===== config.mk =====
export PLATFORM = sky130hd
export DESIGN_NAME = hss_hash_unit
export DESIGN_NICKNAME = d
export VERILOG_FILES = /design/src/hss_pkg.sv /design/src/hss_hash_unit.sv
export SDC_FILE = /design/constraint.sdc
export NUM_CORES = 1
export LEC_CHECK = 0
export BUFFER_PORTS_ARGS = -buffer_cell sky130_fd_sc_hd__buf_2
export CORE_MARGIN = 4
export CORE_UTILIZATION = 40
export DETAILED_ROUTE_END_ITERATION = 10
export GPL_ROUTABILITY_DRIVEN = 0
export HOLD_SLACK_MARGIN = 0.05
export SKIP_CTS_REPAIR_TIMING = 1
export SYNTH_ARGS = -nofsm -noshare
export SYNTH_HDL_FRONTEND = slang
export SYNTH_SLANG_ARGS = --single-unit

===== constraint.sdc =====
create_clock -name clk -period 11.2 [get_ports clk]
set_input_delay 0.56 -clock clk [delete_from_list [all_inputs] [get_ports clk]]
set_output_delay 0.56 -clock clk [all_outputs]
set_load 0.01 [all_outputs]

===== src/hss_pkg.sv =====
// ----------------------------------------------------------------------------
// hss_pkg
// Shared types, constants and hash step functions for the signature scanner.
// ----------------------------------------------------------------------------
`default_nettype none

package hss_pkg;

  localparam int BUFFER_DEPTH = 65536;
  localparam int ADDR_W       = $clog2(BUFFER_DEPTH);
  localparam int COUNT_W      = ADDR_W + 1;
  localparam int OFFSET_W     = 16;
  localparam int CFG_IDX_W    = 8;
  localparam int CFG_DATA_W   = 32;

  localparam logic [31:0] FNV_BASIS = 32'h811C9DC5;
  localparam logic [31:0] FNV_PRIME = 32'h01000193;
  localparam logic [31:0] OAT_SEED  = 32'h04C11DB7;

  localparam logic [CFG_IDX_W-1:0] CFG_FIRST_BYTE = 8'd0;
  localparam logic [CFG_IDX_W-1:0] CFG_SIG_LENGTH = 8'd1;
  localparam logic [CFG_IDX_W-1:0] CFG_SIG_HASH   = 8'd2;
  localparam logic [CFG_IDX_W-1:0] CFG_HASH_MODE  = 8'd3;

  localparam logic MODE_FNV = 1'b0;
  localparam logic MODE_OAT = 1'b1;

  typedef struct packed {
    logic [7:0] data_byte;
    logic       last_byte;
  } in_item_t;

  typedef struct packed {
    logic                found;
    logic [OFFSET_W-1:0] match_offset;
    logic                overflowed;
  } out_item_t;

  typedef struct packed {
    logic [7:0]  first_byte;
    logic [7:0]  sig_length;
    logic [31:0] sig_hash;
    logic        hash_mode;
  } cfg_t;

  typedef struct packed {
    logic              we;
    logic [ADDR_W-1:0] waddr;
    logic [7:0]        wdata;
    logic [ADDR_W-1:0] raddr;
  } ram_req_t;

  typedef struct packed {
    logic init;
    logic step;
    logic fin;
  } hash_cmd_t;

  typedef enum logic [2:0] {
    S_IDLE,
    S_FETCH,
    S_CHECK,
    S_HASH_RD,
    S_HASH_UP,
    S_FINAL,
    S_CMP,
    S_DONE
  } scan_state_t;

  function automatic logic [31:0] fnv_step(input logic [31:0] h, input logic [7:0] b);
    logic [31:0] x;
    x = h ^ {24'h0, b};
    return 32'(x * FNV_PRIME);
  endfunction

  function automatic logic [31:0] oat_step(input logic [31:0] h, input logic [7:0] b);
    logic [31:0] t;
    t = h + {24'h0, b};
    t = t + (t << 10);
    t = t ^ (t >> 6);
    return t;
  endfunction

  function automatic logic [31:0] oat_final(input logic [31:0] h);
    logic [31:0] t;
    t = h + (h << 3);
    t = t ^ (t >> 11);
    t = t + (t << 15);
    return t;
  endfunction

endpackage

`default_nettype wire


===== src/hss_hash_unit.sv =====
// ----------------------------------------------------------------------------
// hss_hash_unit
// Running window hash: seed, one byte per step, optional finalize.
// ----------------------------------------------------------------------------
`default_nettype none

module hss_hash_unit (
  input  wire logic               clk,
  input  wire logic               mode,
  input  wire hss_pkg::hash_cmd_t cmd,
  input  wire logic [7:0]         data,
  output logic [31:0]             hash_r
);

  logic [31:0] hash_nxt;

  always_comb begin
    hash_nxt = hash_r;
    if (cmd.init) begin
      hash_nxt = (mode == hss_pkg::MODE_OAT) ? hss_pkg::OAT_SEED : hss_pkg::FNV_BASIS;
    end else if (cmd.step) begin
      hash_nxt = (mode == hss_pkg::MODE_OAT) ? hss_pkg::oat_step(hash_r, data)
                                             : hss_pkg::fnv_step(hash_r, data);
    end else if (cmd.fin && (mode == hss_pkg::MODE_OAT)) begin
      hash_nxt = hss_pkg::oat_final(hash_r);
    end
  end

  always_ff @(posedge clk) begin
    hash_r <= hash_nxt;
  end

endmodule

`default_nettype wire


After elaboration in Yosys (flattened, before gate mapping)
Cells that the tools add are included.
{ "word_totals": {"regBits": 32, "out_inout_bits": 32} }
{ "op_classes": {"add_sub_neg": 4, "mul": 1, "n_mux": 5, "bitwise": 3, "n_reduce_logical": 2} }
{ "op_table": {"columns": ["cell", "count"], "rows": [
  ["32-bit two-way mux", 5],
  ["32-bit adder", 3],
  ["32-bit by 8-bit adder with 32-bit output", 1],
  ["32-bit by 25-bit multiplier with 32-bit output (second input constant)", 1],
  ["32-bit by 21-bit bitwise XOR with 32-bit output", 1],
  ["32-bit by 26-bit bitwise XOR with 32-bit output", 1],
  ["32-bit by 8-bit bitwise XOR with 32-bit output", 1],
  ["3-bit nonzero test", 1],
  ["1-bit logical AND", 1]
]} }

Longest topological paths before layout
{ "logic_depth": {"depth_word": 6, "ltp_mapped": 24, "mapped_depth_nobuf": 24} }

Worst setup path before layout
OpenSTA, ideal clock, no wires.
{ "synth_timing": {"path_type": "in2reg", "startpoint": "input port data[2]", "endpoint": "register hash_r[28], data pin", "setup_ns": 0.158, "arrival_ns": 5.616, "slack_ns": 5.426, "path_stages": 20, "path_buffers": 0, "cell_sequence": "ha_1 -> ha_1 -> xnor2_1 -> fa_1 -> ha_1 -> fa_1 -> ha_1 -> inv_1 -> fa_1 -> inv_1 -> ha_1 -> nand3_1 -> or4_1 -> nand3_2 -> o311a_4 -> a41oi_4 -> o31ai_4 -> xor2_1 -> mux2i_1 -> a211oi_2"} }
{ "synth_via": {"elab_chain_len": 6, "word_cells_on_any_way": 8, "classes_between": "2 x add/sub; 1 x mul; 3 x mux; 2 x bitwise"} }
{ "synth_rtl": {"columns": ["item", "line_no", "rtl"], "rows": [
  ["start, declared", "hss_hash_unit.sv:11", "input wire logic [7:0] data,"],
  ["parallel branches: the longest is 3 deep, another holds 32-bit by 25-bit multiplier with 32-bit output", null, null],
  ["32-bit two-way mux (*)", "hss_hash_unit.sv:22", "hash_nxt = (mode == hss_pkg::MODE_OAT) ? hss_pkg::oat_step(hash_r, data)"],
  ["32-bit two-way mux (*)", "hss_hash_unit.sv:21", "end else if (cmd.step) begin"],
  ["32-bit two-way mux (*)", "hss_hash_unit.sv:19", "if (cmd.init) begin"],
  ["end signal, assigned", "hss_hash_unit.sv:30", "hash_r <= hash_nxt;"],
  ["end, declared", "hss_hash_unit.sv:12", "output logic [31:0] hash_r"]
]} }
Every way passes the cells marked *.
A chain may end at the register's enable or synchronous reset.

Final worst setup path
{ "layout_timing": {"startpoint": "register hash_r[1]", "endpoint": "register hash_r[25], data pin"} }
{ "layout_via": {"elab_chain_len": 6, "word_cells_on_any_way": 12, "classes_between": "4 x add/sub; 1 x mul; 4 x mux; 3 x bitwise"} }
{ "layout_rtl": {"columns": ["item", "line_no"], "rows": [
  ["parallel branches: the longest is 4 deep, another holds 32-bit by 25-bit multiplier with 32-bit output", null],
  ["32-bit two-way mux (*)", "hss_hash_unit.sv:21"],
  ["32-bit two-way mux (*)", "hss_hash_unit.sv:19"]
]} }
Every way passes the cells marked *. The select of a mux whose other input is x is not followed.

==> flow_metrics.tcl <==
set metrics [dict create \
    async_reset_ff_share_pct 0 \
    cts_tree "done" \
    antenna_found_initial 0 \
    wl_per_cell_um 21.8 \
    fin_setup_tns_ns 0 \
    finalHoldViolations 0 \
    cts-root-buf "clkbuf_16" \
    clk_path_buf_depth 2 \
    setup_ws_ns 4.57 \
    synth_nets 1623 \
    dp_slack_ns 4.56 \
    post-route-period-util_pct 59.2 \
    hpwl_um 30900 \
    drv_slew 0 \
    syn_to_final_growth_pct 6.90 \
    skew_ns 0.00636 \
    synthTopCellsByCount "235 x ha_1, 220 x inv_1, 107 x xnor2_1" \
    routed_via_density 5.73 \
    yosys_warnings 0 \
    synth.most_common_cell "ha_1" \
    grt_pass1_vias 9625 \
    cp-end-kind "register" \
    reg.largest.list "hash_r x32" \
    fp.dieW_um 175 \
    synth_ff_type "edfxtp_1" \
    worstPathArrival_ns 6.72 \
    slew_headroom_pct 38.3 \
    numClockSinks 32 \
    status "completed" \
    setup.worst_path.start_class "register" \
    ys_types 83 \
    synth-seq-cells 32 \
    largest_reg_flops 32 \
    syn_inst 1297 \
    seq_area_frac_synth_pct 8.62 \
    cap_violations 0 \
    first_pass_iters 6 \
    htree_levels 2 \
    drive_gt1_share_pct 5.72 \
    grt_max_degree 42 \
    fill_cells 2791 \
    grt_overflow 0 \
    fin_nets 1653 \
    die_h_um 175 \
    start_util_pct 41.0 \
    antennaDiodeCount 0 \
    critical_path_peak_fanout 6 \
    setup_viol 0 \
    critPathKind "reg2reg" \
    portBuffers 44 \
    cp.required_ns 11.30 \
    holdCritPathClass "in2reg" \
    grt_usage_pct 23.7 \
    synth_edf_count 32 \
    fmax_ghz 0.151 \
    io_pins 45 \
    tightest_slew_ns 0.919 \
    rsz0062_at_grt "false" \
    cts_buffers 5 \
    rows 60 \
    clk_latency_ns 0.29 \
    synth_top_area_share_pct 26.4 \
    timing.final.crit_period_ns 6.63 \
    synth_area_sq_mm 0.0111 \
    core_sq_mm 0.0272 \
    grt_pass1_wl_um 55900 \
    drtAntennaViolNets 0 \
    regMostFlops "hash_r" \
    netlist_top_cells_area "ha_1 26%, fa_1 14%, edfxtp_1 8.6%, xnor2_1 8.4%, inv_1 7.4%" \
    via_count 9741 \
    synth.largest_area_cell "ha_1" \
    drc_errors 0 \
    wl_um 37100 \
    die_area_sq_mm 0.0306 \
    syn-mean-instance-area_sq_um 8.59 \
    drt_iter0_drc 990 \
    clk_pin_slew_ns 0.06 \
]
==> critical path, cell delays in order (launching register included) <==
cell      delay [ns]
edfxtp_1        0.53
ha_1            0.64
ha_1            0.33
ha_1            0.24
fa_1            0.46
ha_1            0.22
fa_1            0.48
ha_1            0.29
inv_1           0.05
fa_1            0.53
inv_1           0.04
ha_1            0.21
or3_1           0.32
a311oi_1        0.60
o211ai_1        0.29
a41oi_2         0.29
o21ai_1         0.17
a211oi_1        0.27
a41oi_1         0.08
a211o_1         0.31
o311ai_1        0.09
==> per-layer routing <==
metal	vias to the layer above	global-route usage (%)	part of all wire, %
met5	-	0	0
met4	0	7.95	3.9
met3	78	3.68	8.0
met2	435	38.1	44
met1	4682	32.7	44
li1	4546	-	-
==> placed cells by master (no fill, tap or decap), types with 4 or more instances in the layout <==
master	Yosys	routed
fa_1	78	78
o211ai_1	8	8
a31oi_1	12	12
o21ai_0	47	47
o21bai_1	13	13
nand2_1	75	75
and2_1	6	6
nand2b_1	9	9
and3_1	9	9
a211o_1	4	4
a41oi_1	4	4
ha_1	235	235
inv_1	220	220
a21oi_2	4	4
a21o_1	29	29
nand4_1	9	9
a21boi_0	4	4
buf_2	1	44
o21a_1	13	13
a21oi_1	82	82
nand3_1	19	19
a211oi_1	9	9
nor2_1	64	64
xnor3_1	4	4
clkbuf_16	0	5
o22ai_1	8	8
o21ai_1	10	10
xnor2_1	107	107
nor2b_1	9	9
nor3_1	10	10
xor2_1	63	63
edfxtp_1	32	32
a221oi_1	5	5
a22oi_1	6	6
==> cell families after synthesis <==
| family | share of synthesized area (%) |
|---|---|
| adders and majority gates | 40.4 |
| AOI/OAI and AO/OA | 18.6 |
| buffers and inverters | 8.29 |
| and+or+nand+nor | 9.69 |
| xor gates and xnor gates | 14.2 |
| DFF | 8.62 |
| muxes | 0.269 |
==> per-stage QoR <==
stage | std cells | util, % | cell area [sq um] | hold slack, ns
floorplan | 1297 | - | 11100 | 0.807
finish | 1700 | 43.8 | 11900 | 0.918
global route | 1700 | 43.8 | 11900 | 0.942
CTS | 1700 | 43.8 | 11900 | 0.904
detailed placement | 1692 | 43.2 | 11800 | 0.883
global placement | 1692 | 43.2 | 11800 | 0.882
==> final cells by class <==
type                    instances  area [sq um]  share of cell area, %
repair buffers                 46           235                   1.97
multi-input cells            1021          9260                   77.7
well taps                     372           465                   3.91
clock inverters                 2          35.0                  0.294
flip-flops and latches         32           961                   8.06
clock buffers                   6           129                   1.08
inverters                     221           830                   6.96
==> worst paths after layout <==
path                           startpoint                  endpoint  slack [ns]  cells past startpoint
setup / recovery      hash_r[1]$_DFFE_PP_  hash_r[25]$_SDFFCE_PP0P_        4.57                     20
setup reg to reg      hash_r[1]$_DFFE_PP_  hash_r[25]$_SDFFCE_PP0P_        4.57                     20
hold reg to reg   hash_r[0]$_SDFFCE_PP1P_   hash_r[0]$_SDFFCE_PP1P_        0.95                      3
hold / removal                     cmd[2]      hash_r[18]$_DFFE_PP_        0.92                      2
Power is not shown: default switching activity piles up to over one toggle a cycle in this logic, so the estimate is an artifact.
