### src/hss_pkg.sv
// ----------------------------------------------------------------------------
// hss_pkg
// Shared types, constants and hash step functions for the signature scanner.
// ----------------------------------------------------------------------------
`default_nettype none

package hss_pkg;

  localparam int BUFFER_DEPTH = 65536;
  localparam int ADDR_W       = $clog2(BUFFER_DEPTH);
  localparam int COUNT_W      = ADDR_W + 1;
  localparam int OFFSET_W     = 16;
  localparam int CFG_IDX_W    = 8;
  localparam int CFG_DATA_W   = 32;

  localparam logic [31:0] FNV_BASIS = 32'h811C9DC5;
  localparam logic [31:0] FNV_PRIME = 32'h01000193;
  localparam logic [31:0] OAT_SEED  = 32'h04C11DB7;

  localparam logic [CFG_IDX_W-1:0] CFG_FIRST_BYTE = 8'd0;
  localparam logic [CFG_IDX_W-1:0] CFG_SIG_LENGTH = 8'd1;
  localparam logic [CFG_IDX_W-1:0] CFG_SIG_HASH   = 8'd2;
  localparam logic [CFG_IDX_W-1:0] CFG_HASH_MODE  = 8'd3;

  localparam logic MODE_FNV = 1'b0;
  localparam logic MODE_OAT = 1'b1;

  typedef struct packed {
    logic [7:0] data_byte;
    logic       last_byte;
  } in_item_t;

  typedef struct packed {
    logic                found;
    logic [OFFSET_W-1:0] match_offset;
    logic                overflowed;
  } out_item_t;

  typedef struct packed {
    logic [7:0]  first_byte;
    logic [7:0]  sig_length;
    logic [31:0] sig_hash;
    logic        hash_mode;
  } cfg_t;

  typedef struct packed {
    logic              we;
    logic [ADDR_W-1:0] waddr;
    logic [7:0]        wdata;
    logic [ADDR_W-1:0] raddr;
  } ram_req_t;

  typedef struct packed {
    logic init;
    logic step;
    logic fin;
  } hash_cmd_t;

  typedef enum logic [2:0] {
    S_IDLE,
    S_FETCH,
    S_CHECK,
    S_HASH_RD,
    S_HASH_UP,
    S_FINAL,
    S_CMP,
    S_DONE
  } scan_state_t;

  function automatic logic [31:0] fnv_step(input logic [31:0] h, input logic [7:0] b);
    logic [31:0] x;
    x = h ^ {24'h0, b};
    return 32'(x * FNV_PRIME);
  endfunction

  function automatic logic [31:0] oat_step(input logic [31:0] h, input logic [7:0] b);
    logic [31:0] t;
    t = h + {24'h0, b};
    t = t + (t << 10);
    t = t ^ (t >> 6);
    return t;
  endfunction

  function automatic logic [31:0] oat_final(input logic [31:0] h);
    logic [31:0] t;
    t = h + (h << 3);
    t = t ^ (t >> 11);
    t = t + (t << 15);
    return t;
  endfunction

endpackage

`default_nettype wire

### src/hss_scan_ctrl.sv
// ----------------------------------------------------------------------------
// hss_scan_ctrl
// Load sequencer and scan FSM: stores bytes, walks offsets, drives hashing.
// ----------------------------------------------------------------------------
`default_nettype none

module hss_scan_ctrl (
  input  wire logic               clk,
  input  wire logic               rst_n,
  input  wire logic               start,
  input  wire hss_pkg::in_item_t  in_data,
  input  wire hss_pkg::cfg_t      cfg,
  input  wire logic [7:0]         rdata,
  input  wire logic [31:0]        hash,
  output logic                    busy,
  output hss_pkg::ram_req_t       ram_req,
  output hss_pkg::hash_cmd_t      hash_cmd,
  output logic                    out_strobe,
  output hss_pkg::out_item_t      out_data
);

  localparam int W = hss_pkg::COUNT_W;

  hss_pkg::scan_state_t          state_r, state_nxt;
  logic [W-1:0]                  count_r, count_nxt;
  logic [W-1:0]                  pos_r, pos_nxt;
  logic [7:0]                    widx_r, widx_nxt;
  logic                          ovf_r, ovf_nxt;
  logic                          found_r, found_nxt;
  logic [hss_pkg::OFFSET_W-1:0]  offset_r, offset_nxt;
  logic [W:0]                    win_end;
  logic [W-1:0]                  rd_pos;

  assign win_end = {1'b0, pos_r} + (W+1)'(cfg.sig_length);
  assign rd_pos  = pos_r + W'(widx_r);

  always_ff @(posedge clk) begin
    if (!rst_n) begin
      state_r <= hss_pkg::S_IDLE;
      count_r <= '0;
      pos_r   <= '0;
      widx_r  <= '0;
      ovf_r   <= 1'b0;
      found_r <= 1'b0;
    end else begin
      state_r <= state_nxt;
      count_r <= count_nxt;
      pos_r   <= pos_nxt;
      widx_r  <= widx_nxt;
      ovf_r   <= ovf_nxt;
      found_r <= found_nxt;
    end
  end

  always_ff @(posedge clk) begin
    offset_r <= offset_nxt;
  end

  always_comb begin
    state_nxt     = state_r;
    count_nxt     = count_r;
    pos_nxt       = pos_r;
    widx_nxt      = widx_r;
    ovf_nxt       = ovf_r;
    found_nxt     = found_r;
    offset_nxt    = offset_r;
    ram_req.we    = 1'b0;
    ram_req.waddr = count_r[hss_pkg::ADDR_W-1:0];
    ram_req.wdata = in_data.data_byte;
    ram_req.raddr = pos_r[hss_pkg::ADDR_W-1:0];
    hash_cmd      = '0;
    busy          = 1'b1;
    out_strobe    = 1'b0;

    case (state_r)
      hss_pkg::S_IDLE: begin
        busy = 1'b0;
        if (start) begin
          if (count_r < W'(hss_pkg::BUFFER_DEPTH)) begin
            ram_req.we = 1'b1;
            count_nxt  = count_r + 1'b1;
          end else begin
            ovf_nxt = 1'b1;
          end
          if (in_data.last_byte) begin
            pos_nxt   = '0;
            state_nxt = hss_pkg::S_FETCH;
          end
        end
      end
      hss_pkg::S_FETCH: begin
        if (pos_r == count_r) begin
          found_nxt  = 1'b0;
          offset_nxt = '0;
          state_nxt  = hss_pkg::S_DONE;
        end else begin
          state_nxt = hss_pkg::S_CHECK;
        end
      end
      hss_pkg::S_CHECK: begin
        if ((rdata == cfg.first_byte) && (win_end <= {1'b0, count_r})) begin
          hash_cmd.init = 1'b1;
          widx_nxt      = '0;
          state_nxt     = (cfg.sig_length == 8'd0) ? hss_pkg::S_FINAL : hss_pkg::S_HASH_RD;
        end else begin
          pos_nxt   = pos_r + 1'b1;
          state_nxt = hss_pkg::S_FETCH;
        end
      end
      hss_pkg::S_HASH_RD: begin
        ram_req.raddr = rd_pos[hss_pkg::ADDR_W-1:0];
        state_nxt     = hss_pkg::S_HASH_UP;
      end
      hss_pkg::S_HASH_UP: begin
        hash_cmd.step = 1'b1;
        if ({1'b0, widx_r} + 9'd1 == {1'b0, cfg.sig_length}) begin
          state_nxt = hss_pkg::S_FINAL;
        end else begin
          widx_nxt  = widx_r + 1'b1;
          state_nxt = hss_pkg::S_HASH_RD;
        end
      end
      hss_pkg::S_FINAL: begin
        hash_cmd.fin = 1'b1;
        state_nxt    = hss_pkg::S_CMP;
      end
      hss_pkg::S_CMP: begin
        if (hash == cfg.sig_hash) begin
          found_nxt  = 1'b1;
          offset_nxt = hss_pkg::OFFSET_W'(pos_r);
          state_nxt  = hss_pkg::S_DONE;
        end else begin
          pos_nxt   = pos_r + 1'b1;
          state_nxt = hss_pkg::S_FETCH;
        end
      end
      hss_pkg::S_DONE: begin
        out_strobe = 1'b1;
        count_nxt  = '0;
        pos_nxt    = '0;
        widx_nxt   = '0;
        ovf_nxt    = 1'b0;
        state_nxt  = hss_pkg::S_IDLE;
      end
      default: begin
        state_nxt = hss_pkg::S_IDLE;
      end
    endcase
  end

  assign out_data.found        = found_r;
  assign out_data.match_offset = offset_r;
  assign out_data.overflowed   = ovf_r;

endmodule

`default_nettype wire

### config.mk
export PLATFORM = sky130hd
export DESIGN_NAME = hss_scan_ctrl
export DESIGN_NICKNAME = d
export VERILOG_FILES = /design/src/hss_pkg.sv /design/src/hss_scan_ctrl.sv
export SDC_FILE = /design/constraint.sdc
export NUM_CORES = 1
export LEC_CHECK = 0
export BUFFER_PORTS_ARGS = -buffer_cell sky130_fd_sc_hd__buf_2
export CORE_MARGIN = 2
export CORE_UTILIZATION = 48
export CTS_CLUSTER_DIAMETER = 200
export DETAILED_ROUTE_END_ITERATION = 7
export PLACE_DENSITY_LB_ADDON = 0.05
export SLEW_MARGIN = 30
export SYNTH_ARGS = -nofsm -noshare
export SYNTH_HDL_FRONTEND = slang
export SYNTH_SLANG_ARGS = --single-unit
export TNS_END_PERCENT = 20
### constraint.sdc
create_clock -name clk -period 6.3 [get_ports clk]
set_input_delay 1.26 -clock clk [delete_from_list [all_inputs] [get_ports clk]]
set_output_delay 1.26 -clock clk [all_outputs]
set_load 0.01 [all_outputs]
# [Yosys cells after proc, flatten, opt, wreduce, memory -nomap -nowiden]
# Index checks and enable logic that the tools add are counted.
[classes] n_reduce_logical=13 div_mod_pow=0 shift=0 mul=0 add_sub_neg=6 magnitude_cmp=2 mux=38 eq_ne=21 n_bitwise=0
[op_table] op="17-bit 2-to-1 mux" count=6
[op_table] op="17-bit one-hot mux with 4 select lines" count=1
[op_table] op="16-bit 2-to-1 mux" count=3
[op_table] op="17-bit by 1-bit adder with 17-bit output (second input constant)" count=2
[op_table] op="17-bit one-hot mux with 2 select lines" count=1
[op_table] op="32-bit equality test" count=1
[op_table] op="16-bit one-hot mux with 2 select lines" count=1
[op_table] op="3-bit one-hot mux with 8 select lines" count=1
[op_table] op="8-bit one-hot mux with 3 select lines" count=1
[op_table] op="3-bit 2-to-1 mux" count=7
[op_table] op="2-bit != test (second input constant)" count=10
[op_table] op="17-bit by 8-bit adder with 18-bit output" count=1
[op_table] op="18-bit by 17-bit less-or-equal comparator with 1-bit output" count=1
[op_table] op="17-bit equality test" count=1
[op_table] op="17-bit less-than comparator (second input constant)" count=1
[op_table] op="16-bit by 8-bit adder with 16-bit output" count=1
[op_table] op="8-bit 2-to-1 mux" count=2
[op_table] op="1-bit 2-to-1 mux" count=13
[op_table] op="3-bit equality test (second input constant)" count=4
[op_table] op="3-bit AND reduction" count=4
[op_table] op="8-bit by 1-bit adder with 9-bit output (second input constant)" count=1
[op_table] op="9-bit by 8-bit equality test with 1-bit output" count=1
[op_table] op="8-bit by 1-bit adder with 8-bit output (second input constant)" count=1
[op_table] op="8-bit equality test" count=1
[op_table] op="other kinds (11)" count=14
[word_totals] ramBits=0 latchBits=0 memories=0 rom_bits=0 input_bits=101 reg_bits=63 out_inout_bits=64 wordCells=87

# [Depth between registers and ports, before layout]
# Gate-level depths: netlist (run 1).
[logic_depth] ltp_word=5 ltp_mapped=21 mapped_depth_nobuf=19

# [Worst setup path before layout (run 1)]
# No wires, ideal clock.
[synth_timing] path_type="in2out" from="input port cfg[33] in the netlist's numbering" to="output port hash_cmd[2] in the netlist's numbering" slack_ps=172 t_required_ps=5040 arrival_ps=4868 stages=19 path_buffers=2 path_cell_list="ha_1 -> inv_1 -> fa_1 -> nor2b_1 -> o21ai_0 -> a21boi_1 -> o21a_1 -> o41ai_1 -> nor3_1 -> xor2_1 -> ha_1 -> a2111oi_0 -> o21ai_1 -> o32ai_1 -> a21oi_1 -> or4_4 -> clkinv_2 -> buf_12 -> buf_8"
[synth_rtl] element="start: declaration" line="hss_scan_ctrl.sv:12" source="input wire hss_pkg::cfg_t cfg,"
[synth_rtl] element="end: declaration" line="hss_scan_ctrl.sv:17" source="output hss_pkg::hash_cmd_t hash_cmd,"

==> results.cfg, run 1 <==
[pwr]
seq_power_share_pct = 39.7
p_leak_nw = 2.624
power_frac_clock_pct = 45.2
p_int_mw = 0.8213
switching_share_pct = 25.81
combinationalPowerShare_pct = 15.1
switching_power_mw = 0.2857
p_per_area_nw_per_um2 = 170.0
ir_worst_vdd_uv = 138.4

[setup_path]
critPathMaxStageDelay_ns = 0.56
worst_ep_arrival_time_ns = 4.85
cp_common_cell = buf_2
crit_path_end = hash_cmd[2]
cpMaxStageDelayCell = or4_4
worstPathMaxFanout = 5
path_class = in -> out
path_cells = buf_2 > ha_2 > inv_1 > fa_2 > nor2b_1 > o21ai_1 > a21boi_1 > o21a_1 > o41ai_1 > buf_4 > nor2_1 > xor2_1 > ha_1 > nand4_1 > nor2_2 > a31o_2 > a21oi_2 > or4_4 > clkinv_2 > buf_2
crit_path_start_kind = input port
r2r-start = pos_r[3]
worstSetupStartpoint = cfg[33]
r2r-end = widx_r[6]
r2r_slack_ns = 1.56
r2r_cells = 18
end_kind = output pin
cp.required_ns = 5.04

[grt]
grtUsageTotal_pct = 25.24
antenna_found_initial = 0
grt_pass1_vias = 4957
grt_max_degree = 34
overflow = 0
grt_pass1_wl_um = 24830

[cells_and_area]
area_growth_pct = 18.30
layout-drive-gt1-share_pct = 25.03
final_cell_area_um2 = 6510
diodes = 0
nNetsFinal = 925
fillers = 1077

[route]
drc = 0
viasPerCell = 5.673
wl_um = 15900
wl_per_cell_um = 17.02
vias = 5299
antenna_left = 0
drt_iter0_markers = 329
drt_pass1_iterations = 6

[yosys]
ys_warn_count = 0
synth_edf_count = 16
synth_ff_type = dfxtp_1
synth-seq-cells = 63
avgSynthCellArea_um2 = 8.213
synth_top_cell_by_area = dfxtp_1
synth.distinct_cells = 66
synth.yosys.seq_area_share_pct = 25.83
synthTopCellsByArea = dfxtp_1 (17%), xnor2_1 (14%), edfxtp_1 (8.7%)
syn_area_um2 = 5503
synth.net_count = 809
synthArstFlopShare_pct = 0
synth_top_area_share_pct = 17.10
syn_inst = 670

[floorplan]
num_io_pins = 165
die_w_um = 111.1
start_util_pct = 48.61
core_area_um2 = 11320
die_area_um2 = 12340
row_count = 39
die_h_um = 111.1

[timing]
post-route-min-period_ns = 6.111
setup_viol = 0
report.final.slew_viol_count = 0
hold_violations = 0
tns_ns = 0
finClkSkew_ns = 0.006612
maxSlewHeadroom_pct = 37.13
fmax_ghz = 0.1636
tightest_slew_ns = 0.9410
finalCritPeriodShare_pct = 97.00

[clock_network]
postCtsHoldBufs = 0
clock_sinks = 63
numCtsBuffers = 9
cts-root-buf = clkbuf_16
clk_pin_slew_ns = 0.05
clock_latency_ns = 0.34
clockBufferDepth = 2
cts_htree_levels = 3
cts_tree = done

[outcome]
status = finished, final reports clean

[placement]
placed_area_um2 = 6158
dp_hpwl_um = 12130
place_congestion = 0.8948
io_buffers = 147

[min_path]
worstHoldPathType = reg -> reg

[job]
maxCapViolCount = 0
[sequential cells by signal, summed over array words and instances, names as in the netlist]
register,cells
count_r,17
found_r,1
offset_r,16
ovf_r,1
pos_r,17
state_r,3
widx_r,8
[placed cells by master (no fill, tap or decap), types with 20 or more instances in the layout]
cell type  count
ha_1          34
xnor2_1       89
xor2_1        20
nand2_1       53
dfxtp_1       47
a21oi_1       35
inv_1         37
buf_2        147
nand3_1       22
nor2_1        44
[cell usage after synthesis (4+ instances only)]
cell      count
nand3_1      22
inv_1        37
nor3_2        5
nand2_1      53
buf_4        27
or3_1         4
a21oi_1      36
nor3_1       19
edfxtp_1     16
and2_1       19
nand4_1      19
nor2_1       45
o21ai_0      19
and3_1        9
ha_1         36
dfxtp_1      47
mux2i_1       5
xnor2_1      89
nor4_1        6
clkbuf_1     10
a31oi_1      12
or4_1        11
buf_2        12
o31ai_1      11
o21ai_1       9
xor2_1       20
nor2b_1       6
nand2b_1      5
[power by group through the flow]
stage               logic [mW]  registers, mW  clock network (mW)
finish                   0.167          0.439               0.501
global route             0.182          0.441               0.523
CTS                      0.164          0.439               0.501
detailed placement       0.163          0.448                   0
global placement         0.159          0.446                   0
floorplan               0.0988          0.448                   0
[kinds of logic (layout without fill, tap and decap cells)]
kind of cell,after synthesis,after routing,share of synthesized area (%)
buffers and inverters,94,215,9.345
multiplexers,6,6,1.114
AND/OR/NAND/NOR,236,236,22.78
adder cells (fa/ha/maj),38,38,8.913
XOR/XNOR,109,109,17.35
AO/OA/AOI/OAI,124,124,14.67
flip-flops,63,63,25.83
[repair_timing]
action,CTS,global route
setup endpoints to repair,0,1
endpoints found under the hold margin,0,0
resized for setup,0,14
buffers inserted,0,1
[per-layer routing]
layer  vias up  track usage, %  wire [µm]
met1      2479           34.21       7110
met2       223           41.27       7376
met4         0           6.667        237
met5         -               0          0
met3        23           5.139       1171
li1       2574               -          -
[worst max-delay path: cells and delay by family]
family / cells / cell delay, ns
buffers and inverters: 5 / 0.61
and+or+nand+nor: 5 / 1.08
adders and majority gates: 3 / 0.72
xor gates and xnor gates: 1 / 0.15
AOI/OAI and AO/OA: 6 / 1.03
[through the flow]
| stage | worst slack, ns | instances | util [%] | hold WS, ns | power (mW) |
|---|---|---|---|---|---|
| floorplan | 0.1722 | 670 | - | 0.4210 | 0.5466 |
| global placement | 0.04804 | 917 | 54.30 | 0.4310 | 0.6055 |
| detailed placement | 0.01541 | 917 | 54.40 | 0.4361 | 0.6109 |
| CTS | 0.006387 | 933 | 56.94 | 0.4484 | 1.104 |
| global route | -0.07315 | 934 | 57.50 | 0.4676 | 1.145 |
| finish | 0.1893 | 934 | 57.50 | 0.4415 | 1.107 |
[how the worst min path moves through the flow]
stage | start | to | slack (ns) | cells after the start
finish | found_r | found_r | 0.44 | 2
global route | found_r | found_r | 0.47 | 2
CTS | found_r | found_r | 0.45 | 2
detailed placement | found_r | found_r | 0.44 | 2
global placement | found_r | found_r | 0.43 | 2
floorplan | found_r | found_r | 0.42 | 2
[layout make-up]
type                       count  area, µm²  share of cell area (%)
sequential                    63       1421                   21.83
clock inverter                 1      30.03                  0.4613
inverter                      39      147.6                   2.268
clock buffer                  15      257.7                   3.959
timing repair buffer         160      833.3                   12.80
multi-input combinational    513       3641                   55.93
tap                          143      178.9                   2.748
Note: power is estimated with default switching activity, not from simulation.
==> run 2, diff against run 1 <==
--- a/config.mk
+++ b/config.mk
@@ -7,10 +7,11 @@
 export LEC_CHECK = 0
 export BUFFER_PORTS_ARGS = -buffer_cell sky130_fd_sc_hd__buf_2
 export CORE_MARGIN = 2
-export CORE_UTILIZATION = 48
+export CORE_UTILIZATION = 57
 export CTS_CLUSTER_DIAMETER = 200
 export DETAILED_ROUTE_END_ITERATION = 7
 export PLACE_DENSITY_LB_ADDON = 0.05
+export SETUP_SLACK_MARGIN = 0.1
 export SLEW_MARGIN = 30
 export SYNTH_ARGS = -nofsm -noshare
 export SYNTH_HDL_FRONTEND = slang
==> constraint.sdc (replaced) <==
create_clock -name clk -period 7.6 [get_ports clk]
set_input_delay 1.52 -clock clk [delete_from_list [all_inputs] [get_ports clk]]
set_output_delay 1.52 -clock clk [all_outputs]
set_load 0.01 [all_outputs]
==> run 2 against run 1 <==
Against the previous run:
- hold slack better by 0.0022 ns
- global-route usage is 3.8 points higher
- die area is 15% lower
- critical path depth stayed put
- non-clock buffer count is 9 lower
- sequential power is 17% lower
- highest routed layer unchanged
- core utilization is 10 points higher
- clock-buffer cell count is 3 lower
- cell area is 3.1% lower
- sequential share of layout area is 0.70 points higher
- first-iteration DRC count is 0.91% lower
==> results.cfg, run 2 (same netlist as run 1, synthesis figures left out) <==
[outcome]
status = finished, final reports clean

[job]
maxCapViolCount = 0

[floorplan]
core_area_um2 = 9284
num_io_pins = 165
die_area_um2 = 10460
start_util_pct = 59.27
die_w_um = 102.3
row_count = 35
die_h_um = 102.3

[route]
wl_um = 15300
drt_iter0_markers = 326
vias = 5301
antenna_left = 0
drc = 0
drt_pass1_iterations = 5
wl_per_cell_um = 16.80
viasPerCell = 5.819

[clock_network]
clockBufferDepth = 2
clock_sinks = 63
cts_resized = 0
cts-root-buf = clkbuf_8
numCtsBuffers = 9
clk_pin_slew_ns = 0.07
postCtsHoldBufs = 0
cts_tree = done
cts_setup_buffers = 0
clock_latency_ns = 0.34
cts_htree_levels = 3

[grt]
grt_pass1_vias = 4890
grtUsageTotal_pct = 29.05
grt_pass1_wl_um = 23770
overflow = 0
grt_max_degree = 34
antenna_found_initial = 0

[timing]
finClkSkew_ns = 0.01589
setup_viol = 0
report.final.slew_viol_count = 0
finalCritPeriodShare_pct = 89.71
rsz0062_at_grt = no
hold_violations = 0
tns_ns = 0
maxSlewHeadroom_pct = 38.93
tightest_slew_ns = 0.9142
fmax_ghz = 0.1467
post-route-min-period_ns = 6.818

[setup_path]
worst_ep_arrival_time_ns = 5.30
path_class = in -> out
worstPathMaxFanout = 5
end_kind = output pin
cp.required_ns = 6.08
crit_path_start_kind = input port

[pwr]
p_leak_nw = 2.545
ir_worst_vdd_uv = 75.35
power.total_mw = 0.8217
p_per_area_nw_per_um2 = 130.3

[cells_and_area]
final_cell_count_no_fill = 911
nNetsFinal = 916
reg.largest.list = count_r x17, pos_r x17, offset_r x16
area_growth_pct = 14.62
diodes = 0
layout-drive-gt1-share_pct = 23.40
layout_common_cells = buf_2 (147), xnor2_1 (89), nand2_1 (53)
final_common_cell = buf_2

[placement]
dp_hpwl_um = 12020
place_inst = 895
io_buffers = 147
place_congestion = 0.8638

[min_path]
worstHoldPathType = reg -> reg
-- run 2: critical path, stage by stage --
cell	delay [ns]
buf_2	0.12
ha_1	0.21
inv_1	0.07
fa_1	0.41
nor2b_1	0.12
o21ai_0	0.11
a21boi_1	0.22
o21a_1	0.17
o41ai_1	0.08
buf_4	0.17
nor3_1	0.22
xor2_1	0.11
ha_1	0.32
nand4_1	0.17
a2111oi_0	0.54
o32ai_1	0.15
a21oi_1	0.22
or4_4	0.19
clkinv_2	0.05
buf_2	0.13
-- run 2: where the power goes --
part           total [mW]  switching [mW]  internal [mW]
clock network       0.322           0.141          0.181
registers           0.364         0.00890          0.355
logic               0.136          0.0749         0.0610
total               0.822           0.225          0.597
-- run 2: cell type report --
cell class / count / area [µm²]
tap: 129 / 161.4
multi-input combinational: 513 / 3593
fill: 849 / 2977
timing repair buffer: 151 / 765.7
sequential: 63 / 1421
clock buffer: 12 / 166.4
inverter: 39 / 147.6
clock inverter: 4 / 51.30
-- run 2: path summary, 6_finish.rpt --
kind,from,end,slack [ns],cells after the start
worst max-delay path,cfg[33],hash_cmd[2],0.78,20
worst min-delay path,found_r,found_r,0.44,2
worst max register to register,pos_r[0],widx_r[6],2.34,21
worst min register to register,found_r,found_r,0.44,2
-- run 2: metrics by stage --
stage	area (µm²)	hold slack [ns]	utilization, %	worst slack, ns
after detailed placement	6090	0.4364	65.59	0.7831
after global placement	6070	0.4325	65.38	0.8691
final	6307	0.4437	67.94	0.7818
after floorplan	5503	0.4210	-	0.9522
after global routing	6307	0.4662	67.94	0.4975
after CTS	6307	0.4451	67.94	0.7692
-- run 2: per-layer routing --
layer | share of wire (%) | up-vias | track usage (%)
met4 | 2.1 | 0 | 7.897
met5 | 0 | - | 0
met2 | 48 | 237 | 48.18
li1 | - | 2556 | -
met3 | 6.7 | 35 | 4.036
met1 | 43 | 2473 | 39.76
==> run 3, diff against run 2 <==
--- a/config.mk
+++ b/config.mk
@@ -6,6 +6,7 @@
 export NUM_CORES = 1
 export LEC_CHECK = 0
 export BUFFER_PORTS_ARGS = -buffer_cell sky130_fd_sc_hd__buf_2
+export CORE_ASPECT_RATIO = 1.75
 export CORE_MARGIN = 2
 export CORE_UTILIZATION = 57
 export CTS_CLUSTER_DIAMETER = 200
==> run 3 against run 2 <==
Against the previous run:
- via count decreased by 1.1%
- sequential cell count stayed put
- clock skew shrank 0.011 ns
- sequential share of layout area fell by 0.31 points
- power grew 15%
- register-to-register slack is essentially flat
- core utilization hardly changed
- fmax is 0.75% lower
- highest routed layer unchanged
==> results.cfg, run 3 (same netlist as run 1, synthesis figures left out) <==
[outcome]
status = finished, final reports clean

[placement]
dp_hpwl_um = 12150
place_congestion = 0.8798
post-place-ws_ns = 0.7608
io_buffers = 147
place_inst = 887
placed_area_um2 = 6065

[grt]
grt_pass1_vias = 5019
grt_pass1_wl_um = 24410
grtUsageTotal_pct = 29.33
antenna_found_initial = 0
overflow = 0
grt_max_degree = 34

[clock_network]
cts_setup_buffers = 0
clockBufferDepth = 2
clk_pin_slew_ns = 0.06
clock_sinks = 63
cts-root-buf = clkbuf_16
cts_htree_levels = 3
postCtsHoldBufs = 0
cts_resized = 0
clock_latency_ns = 0.33
numCtsBuffers = 9
cts_tree = done

[route]
drt_iter0_markers = 397
wl_um = 15440
vias = 5245
drc = 0
drt_pass1_iterations = 5
antenna_left = 0
wl_per_cell_um = 17.10
viasPerCell = 5.808

[cells_and_area]
fillers = 856
final_cell_count_no_fill = 903
layout_common_cells = buf_2 (147), xnor2_1 (89), nand2_1 (53)
nNetsFinal = 915
reg.largest.list = count_r x17, pos_r x17, offset_r x16
diodes = 0
area_growth_pct = 16.21
layout-drive-gt1-share_pct = 23.43
final_cell_area_um2 = 6395
final_common_cell = buf_2

[setup_path]
worst_ep_arrival_time_ns = 5.35
crit_path_start_kind = input port
worstPathMaxFanout = 5
path_class = in -> out
end_kind = output pin
cp.required_ns = 6.08

[timing]
report.final.slew_viol_count = 0
finalCritPeriodShare_pct = 90.39
post-route-min-period_ns = 6.870
setup_slack_ns = 0.7301
finClkSkew_ns = 0.005270
maxSlewHeadroom_pct = 35.55
setup_viol = 0
fmax_ghz = 0.1456
rsz0062_at_grt = no
hold_violations = 0
tns_ns = 0
tightest_slew_ns = 0.9648

[pwr]
power.total_mw = 0.9424
p_per_area_nw_per_um2 = 147.4
ir_worst_vdd_uv = 153.3
p_leak_nw = 2.581

[floorplan]
core_area_um2 = 9409
row_count = 47
num_io_pins = 165
die_area_um2 = 10490
die_h_um = 134.0
die_w_um = 78.28
start_util_pct = 58.48

[job]
maxCapViolCount = 0

[min_path]
worstHoldPathType = reg -> reg
run 3: cell types whose count changed in the layout (fill, tap and decap cells not counted), sizes merged:
cell	delta
clkbuf	-3
clkinv	-1
buf	-1
inv	+1
bufinv	+1
clkinvlp	+2
run 3: final timing paths:
| path | slack [ns] | end | startpoint | cells after the start |
|---|---|---|---|---|
| worst max register to register | 2.33 | widx_r[6] | pos_r[0] | 21 |
| worst min register to register | 0.46 | found_r | found_r | 2 |
| worst max-delay path | 0.73 | hash_cmd[2] | cfg[33] | 20 |
| worst min-delay path | 0.46 | found_r | found_r | 2 |
run 3: stage by stage:
| stage | util, % | hold slack (ns) |
|---|---|---|
| after floorplan | - | 0.4210 |
| after global placement | 64.34 | 0.4494 |
| after detailed placement | 64.45 | 0.4605 |
| after CTS | 67.87 | 0.4690 |
| after global routing | 67.97 | 0.4983 |
| final | 67.97 | 0.4642 |
run 3: final cells by class:
class                   count  area (µm²)  area share, %
clock buffers               9       225.2          3.522
clock inverters             7       96.34          1.507
inverters                  39       147.6          2.309
multi-input cells         513        3593          56.19
flip-flops and latches     63        1421          22.23
well taps                 122       152.6          2.387
repair buffers            150       758.2          11.86
run 3: critical path, stage by stage:
cell and delay (ns):
buf_2 0.11, ha_1 0.20, inv_1 0.07, fa_1 0.41, nor2b_1 0.14, o21ai_0 0.13
a21boi_1 0.21, o21a_1 0.16, o41ai_1 0.07, buf_4 0.17, nor3_1 0.22, xor2_1 0.10
ha_1 0.21, a2111oi_0 0.45, o21ai_1 0.14, o32ai_1 0.14, a21oi_1 0.12, or4_4 0.57
clkinv_2 0.08, buf_2 0.12
run 3: power by group:
group	internal, mW	switching (mW)
combinational	0.0601	0.0730
sequential	0.355	0.00842
clock	0.287	0.158
run 3: metal layers:
metal	GRT usage, %	wire length, µm	vias up
met5	0	0	-
met4	12.09	523	0
met3	5.855	1002	40
met2	52.87	8081	224
met1	33.28	5834	2433
li1	-	-	2548
